`config.mk`:
```
export PLATFORM = sky130hd
export DESIGN_NAME = ptik_cmp
export DESIGN_NICKNAME = d
export VERILOG_FILES = /design/src/priority_table_increase_key_assert.svh /design/src/ptik_pkg.sv /design/src/ptik_cmp.sv
export SDC_FILE = /design/constraint.sdc
export NUM_CORES = 1
export LEC_CHECK = 0
export BUFFER_PORTS_ARGS = -buffer_cell sky130_fd_sc_hd__buf_2
export CAP_MARGIN = 20
export CELL_PAD_IN_SITES_DETAIL_PLACEMENT = 0
export CELL_PAD_IN_SITES_GLOBAL_PLACEMENT = 2
export CORE_MARGIN = 10
export CORE_UTILIZATION = 18
export DETAILED_ROUTE_END_ITERATION = 7
export GPL_TIMING_DRIVEN = 0
export PLACE_DENSITY_LB_ADDON = 0.1
export SETUP_SLACK_MARGIN = 0.2
export SYNTH_ARGS = -nofsm -noshare
export SYNTH_HDL_FRONTEND = slang
export SYNTH_SLANG_ARGS = --single-unit
export TNS_END_PERCENT = 1
```
`constraint.sdc`:
```
create_clock -name vclk -period 1.25
set_input_delay 0.0625 -clock vclk [all_inputs]
set_output_delay 0.0625 -clock vclk [all_outputs]
set_load 0.01 [all_outputs]
```
`src/priority_table_increase_key_assert.svh`:
```
// Assertion macros for the priority table block.
// PTIK_ASSERT checks a property on the rising clock edge, disabled during reset.
// PTIK_ASSERT_IMP checks an implication on the rising clock edge, disabled during reset.
`ifndef PRIORITY_TABLE_INCREASE_KEY_ASSERT_SVH
`define PRIORITY_TABLE_INCREASE_KEY_ASSERT_SVH
`ifndef SYNTHESIS
`define PTIK_ASSERT(lbl, prop, msg) \
    lbl: assert property (@(posedge clk) disable iff (!rst_n) (prop)) else $error(msg);
`define PTIK_ASSERT_IMP(lbl, ante, cons, msg) \
    lbl: assert property (@(posedge clk) disable iff (!rst_n) (ante) |-> (cons)) \
        else $error(msg);
`else
`define PTIK_ASSERT(lbl, prop, msg)
`define PTIK_ASSERT_IMP(lbl, ante, cons, msg)
`endif
`endif

```
`src/ptik_pkg.sv`:
```
`timescale 1ns / 1ps

package ptik_pkg;

    localparam int CAPACITY_DEF = 64;

    localparam int ACT_W    = 3;
    localparam int ID_W     = 6;
    localparam int DATA_W   = 32;
    localparam int PRIO_W   = 31;
    localparam int ORDER_W  = 32;
    localparam int STATUS_W = 2;

    localparam logic [ACT_W-1:0] ACT_ADD      = 3'd0;
    localparam logic [ACT_W-1:0] ACT_PROMOTE  = 3'd1;
    localparam logic [ACT_W-1:0] ACT_GET_MAX  = 3'd2;
    localparam logic [ACT_W-1:0] ACT_POP_MAX  = 3'd3;
    localparam logic [ACT_W-1:0] ACT_IS_VALID = 3'd4;
    localparam logic [ACT_W-1:0] ACT_GET      = 3'd5;

    localparam logic [STATUS_W-1:0] ST_OK      = 2'd0;
    localparam logic [STATUS_W-1:0] ST_FULL    = 2'd1;
    localparam logic [STATUS_W-1:0] ST_EMPTY   = 2'd2;
    localparam logic [STATUS_W-1:0] ST_BAD_ID  = 2'd3;

    localparam logic [PRIO_W-1:0] PRIO_MAX = '1;

    // write command into the entry stores
    typedef struct packed {
        logic               en_all;
        logic               en_prio;
        logic [PRIO_W-1:0]  prio;
        logic [DATA_W-1:0]  payload;
        logic [ORDER_W-1:0] tag;
    } ptik_wr_t;

    // one entry as read back from the stores
    typedef struct packed {
        logic [PRIO_W-1:0]  prio;
        logic [DATA_W-1:0]  payload;
        logic [ORDER_W-1:0] tag;
    } ptik_rd_t;

endpackage

```
`src/ptik_cmp.sv`:
```
`timescale 1ns / 1ps

module ptik_cmp (
    input  logic [ptik_pkg::PRIO_W-1:0]  cand_prio,
    input  logic [ptik_pkg::ORDER_W-1:0] cand_tag,
    input  logic [ptik_pkg::PRIO_W-1:0]  best_prio,
    input  logic [ptik_pkg::ORDER_W-1:0] best_tag,
    output logic                         gt
);
    import ptik_pkg::*;

    // strictly greater: on a full tie the earlier (lower) slot keeps the lead
    always_comb
    begin
        gt = (cand_prio > best_prio) ||
             ((cand_prio == best_prio) && (cand_tag > best_tag));
    end

endmodule

```
==> insert_results.sql <==
INSERT INTO impl_metrics (metric_group, metric, value, unit) VALUES
('outcome', 'result_of_the_run', 'finished with violations', ''),
('outcome', 'violations', 'setup timing', ''),
('hold_path', 'whs_endpoint', 'gt', ''),
('power', 'pwr-share-comb', '100.0', '%'),
('timing', 'timing.final.hold_violations', '0', ''),
('clocking', 'ctsHoldBuffers', '0', ''),
('drt', 'drcViolationCount', '0', ''),
('placed_design', 'dp_hpwl', '5508', 'um'),
('drt', 'routedWlPerCell', '13.04', 'um'),
('timing', 'worst_slack', '-508.9', 'ps'),
('die', 'top_level_ports', '127', ''),
('global_route', 'pin_count_of_the_biggest_net_entering_global_routing', '4', ''),
('setup_path', 'critPathSlowestCell', 'sky130_fd_sc_hd__nor4_4', ''),
('timing', 'worstMarginPinSlew', '298.4', 'ps'),
('setup_path', 'critical_path.endpoint_type', 'output port', ''),
('power', 'switching_share', '44.66', '%'),
('power', 'pwr-share-seq', '0', '%'),
('die', 'initial_utilization', '18.58', '%'),
('power', 'totalPowerFinal', '0.9516', 'mW'),
('setup_path', 'crit_cells', '10', ''),
('global_route', 'globalRoute.totalOverflow', '0', ''),
('power', 'power_per_cell_area', '300.7', 'nW/um^2'),
('cells_and_area', 'sequential_cell_total', '0', ''),
('cells_and_area', 'antenna_cells', '0', ''),
('setup_path', 'critical_path.max_fanout', '2', ''),
('timing', 'final_cycle_share', '140.7', '%'),
('cells_and_area', 'layout.nets', '548', ''),
('hold_path', 'worst_hold_path.num_cells', '7', ''),
('synth', 'synth_net_count', '412', ''),
('cells_and_area', 'n_fill_cell', '951', ''),
('setup_path', 'crit_family', 'simple AND/OR/NAND/NOR gates', ''),
('timing', 'drv_slew', '0', ''),
('timing', 'final.hold.worst_slack', '794.7', 'ps'),
('setup_path', 'worstSetupPathType', 'in -> out', ''),
('drt', 'drt_first_pass_iters', '3', ''),
('timing', 'max-slew-margin-rel', '79.89', '%'),
('power', 'vdd_drop_max', '106.9', 'uV'),
('placed_design', 'numPortBuffers', '127', ''),
('setup_path', 'cpPeakStageDelay', '370', 'ps'),
('global_route', 'grt_pass1_wl', '9432', 'um'),
('power', 'pwr-share-clk', '0', '%'),
('timing', 'report.final.setup_viol', '1', ''),
('drt', 'routed_wl', '6064', 'um'),
('drt', 'routed_via_density', '4.204', ''),
('die', 'fp-row-count', '34', ''),
('timing', 'final_period_minus_worst_setup_slack', '1759', 'ps'),
('cells_and_area', 'finish.utilization', '36.11', '%'),
('setup_path', 'critPathArrivalTime', '1700', 'ps'),
('hold_path', 'worstHoldStart', 'cand_tag[31]', ''),
('power', 'switchingPower', '0.4250', 'mW'),
('power', 'p_int', '0.5266', 'mW'),
('setup_path', 'critical_path_required', '1190', 'ps'),
('setup_path', 'critical_path.startpoint_type', 'input pin', ''),
('power', 'standby_leakage_power', '1.646', 'nW'),
('drt', 'antenna_left', '0', ''),
('cells_and_area', 'n_clock_buffer', '0', ''),
('hold_path', 'worstHoldPathType', 'in -> out', ''),
('die', 'die_area', '13250', 'um^2'),
('timing', 'rsz0062_at_grt', 'yes', ''),
('setup_path', 'timing.critical_path.cells', 'buf_2 > inv_1 > ha_4 > nand4_1 > nor4_4 > buf_4 > inv_1 > nor4_4 > nor3_2 > buf_2', ''),
('synth', 'seq_area_frac_synth', '0', '%'),
('die', 'fp.dieW', '115.1', 'um'),
('timing', 'max_freq', '0.5685', 'GHz'),
('die', 'area_of_the_placeable_core', '8763', 'um^2'),
('placed_design', 'gp_routability_congestion', '0.6906', ''),
('setup_path', 'crit_buf_inv', '5', ''),
('synth', 'netlist_area', '1628', 'um^2'),
('run', 'drv_cap', '0', ''),
('global_route', 'grt_antenna_before_repair', '1', ''),
('synth', 'syn_area_per_cell', '7.300', 'um^2'),
('drt', 'via_count', '1955', ''),
('cells_and_area', 'area_growth_syn_to_layout', '94.39', '%'),
('cells_and_area', 'post_route_cells_drive_above_1_share', '58.54', '%'),
('global_route', 'grt_pass1_vias', '2121', ''),
('cells_and_area', 'register_area', '0', 'um^2'),
('drt', 'drt_iter0_drc', '28', ''),
('synth', 'total_number_of_yosys_warnings', '0', ''),
('synth', 'synthDistinctLibCells', '25', ''),
('global_route', 'gr-usage-all-layers', '8.322', '%'),
('synth', 'syn-instance-count', '223', ''),
('die', 'fp.dieH', '115.1', 'um');
[cell families after synthesis]
logic type      count (synthesis)  share of synthesized area, %
fa+ha+maj                      63                         48.42
buf+inv                        65                         14.99
compound gates                 49                         17.83
simple gates                   46                         18.76
[through the flow]
stage                     std cells  setup WS (ps)  TNS (ps)  cell area [um^2]
after detailed placement        458         -687.8    -687.8              2585
final                           465         -508.9    -508.9              3164
after floorplan                 223         -148.2    -148.2              1814
after global routing            465         -604.4    -604.4              3164
after CTS                       460         -484.2    -484.2              2920
after global placement          458         -678.2    -678.2              2585
[Yosys cell counts]
| cell type | n | area [um^2] |
|---|---|---|
| sky130_fd_sc_hd__a211oi_1 | 1 | 7.510 |
| sky130_fd_sc_hd__a21o_1 | 8 | 60.06 |
| sky130_fd_sc_hd__a21oi_1 | 25 | 125.1 |
| sky130_fd_sc_hd__a221o_1 | 1 | 10.01 |
| sky130_fd_sc_hd__a221oi_1 | 3 | 26.28 |
| sky130_fd_sc_hd__and2_0 | 1 | 6.260 |
| sky130_fd_sc_hd__ha_1 | 63 | 788.3 |
| sky130_fd_sc_hd__inv_1 | 65 | 244.0 |
| sky130_fd_sc_hd__nand2_1 | 10 | 37.54 |
| sky130_fd_sc_hd__nand3_1 | 8 | 40.04 |
| sky130_fd_sc_hd__nand3_2 | 1 | 10.01 |
| sky130_fd_sc_hd__nand4_1 | 8 | 50.05 |
| sky130_fd_sc_hd__nand4_2 | 5 | 62.56 |
| sky130_fd_sc_hd__nor2_1 | 3 | 11.26 |
| sky130_fd_sc_hd__nor2_2 | 1 | 6.260 |
| sky130_fd_sc_hd__nor2b_1 | 2 | 12.51 |
| sky130_fd_sc_hd__nor3_1 | 2 | 10.01 |
| sky130_fd_sc_hd__nor4_1 | 2 | 12.51 |
| sky130_fd_sc_hd__nor4_2 | 2 | 25.02 |
| sky130_fd_sc_hd__nor4_4 | 1 | 21.27 |
| sky130_fd_sc_hd__o211ai_1 | 1 | 7.510 |
| sky130_fd_sc_hd__o21ai_0 | 7 | 35.03 |
| sky130_fd_sc_hd__o21ai_1 | 1 | 5.000 |
| sky130_fd_sc_hd__o21bai_1 | 1 | 7.510 |
| sky130_fd_sc_hd__o22ai_1 | 1 | 6.260 |
[what timing repair did]
action                                  4_1_cts  5_1_grt
pin swaps                                    24       21
resized for setup                            46       30
setup buffers                                 2        5
endpoints found under the setup margin        1        1
hold endpoints to repair                      0        0
cloned                                        0        0
[placed cells by master (no fill, tap or decap), drive strengths merged]
cell type / synthesis / final
nor2: 4 / 4
and2: 1 / 1
nor2b: 2 / 2
nor4: 5 / 5
a221o: 1 / 1
ha: 63 / 63
o211ai: 1 / 1
nand3: 9 / 9
a221oi: 3 / 3
o21bai: 1 / 1
inv: 65 / 65
a21oi: 25 / 25
nor3: 2 / 2
a211oi: 1 / 1
buf: 0 / 134
nand2: 10 / 10
nand4: 13 / 13
o21ai: 8 / 8
a21o: 8 / 8
o22ai: 1 / 1
[power groups by stage]
stage	Clock, mW	Combinational, mW	Sequential (mW)
6_report	0	0.952	0
5_1_grt	0	1.09	0
4_1_cts	0	0.881	0
3_5_place_dp	0	0.731	0
3_3_place_gp	0	0.732	0
2_1_floorplan	0	0.420	0
[how the worst max path moves through the flow]
stage / start / endpoint
CTS: best_prio[7] / gt
finish: best_tag[15] / gt
detailed placement: best_prio[16] / gt
global route: best_tag[29] / gt
global placement: best_prio[16] / gt
floorplan: best_prio[16] / gt
[routing by layer]
layer	vias to the layer above	GRT usage, %	routed length, um
li1	1046	-	-
met1	834	9.672	2485
met2	69	15.05	2975
met3	4	2.865	554
met4	2	0.3300	29
met5	-	0	20
[final cells by class]
| type | instances | area [um^2] | share of cell area (%) |
|---|---|---|---|
| multi-input cells | 158 | 1926 | 60.85 |
| well taps | 108 | 135.1 | 4.270 |
| repair buffers | 134 | 829.5 | 26.22 |
| inverters | 65 | 274.0 | 8.660 |
Power figures use the tool's default switching activity.
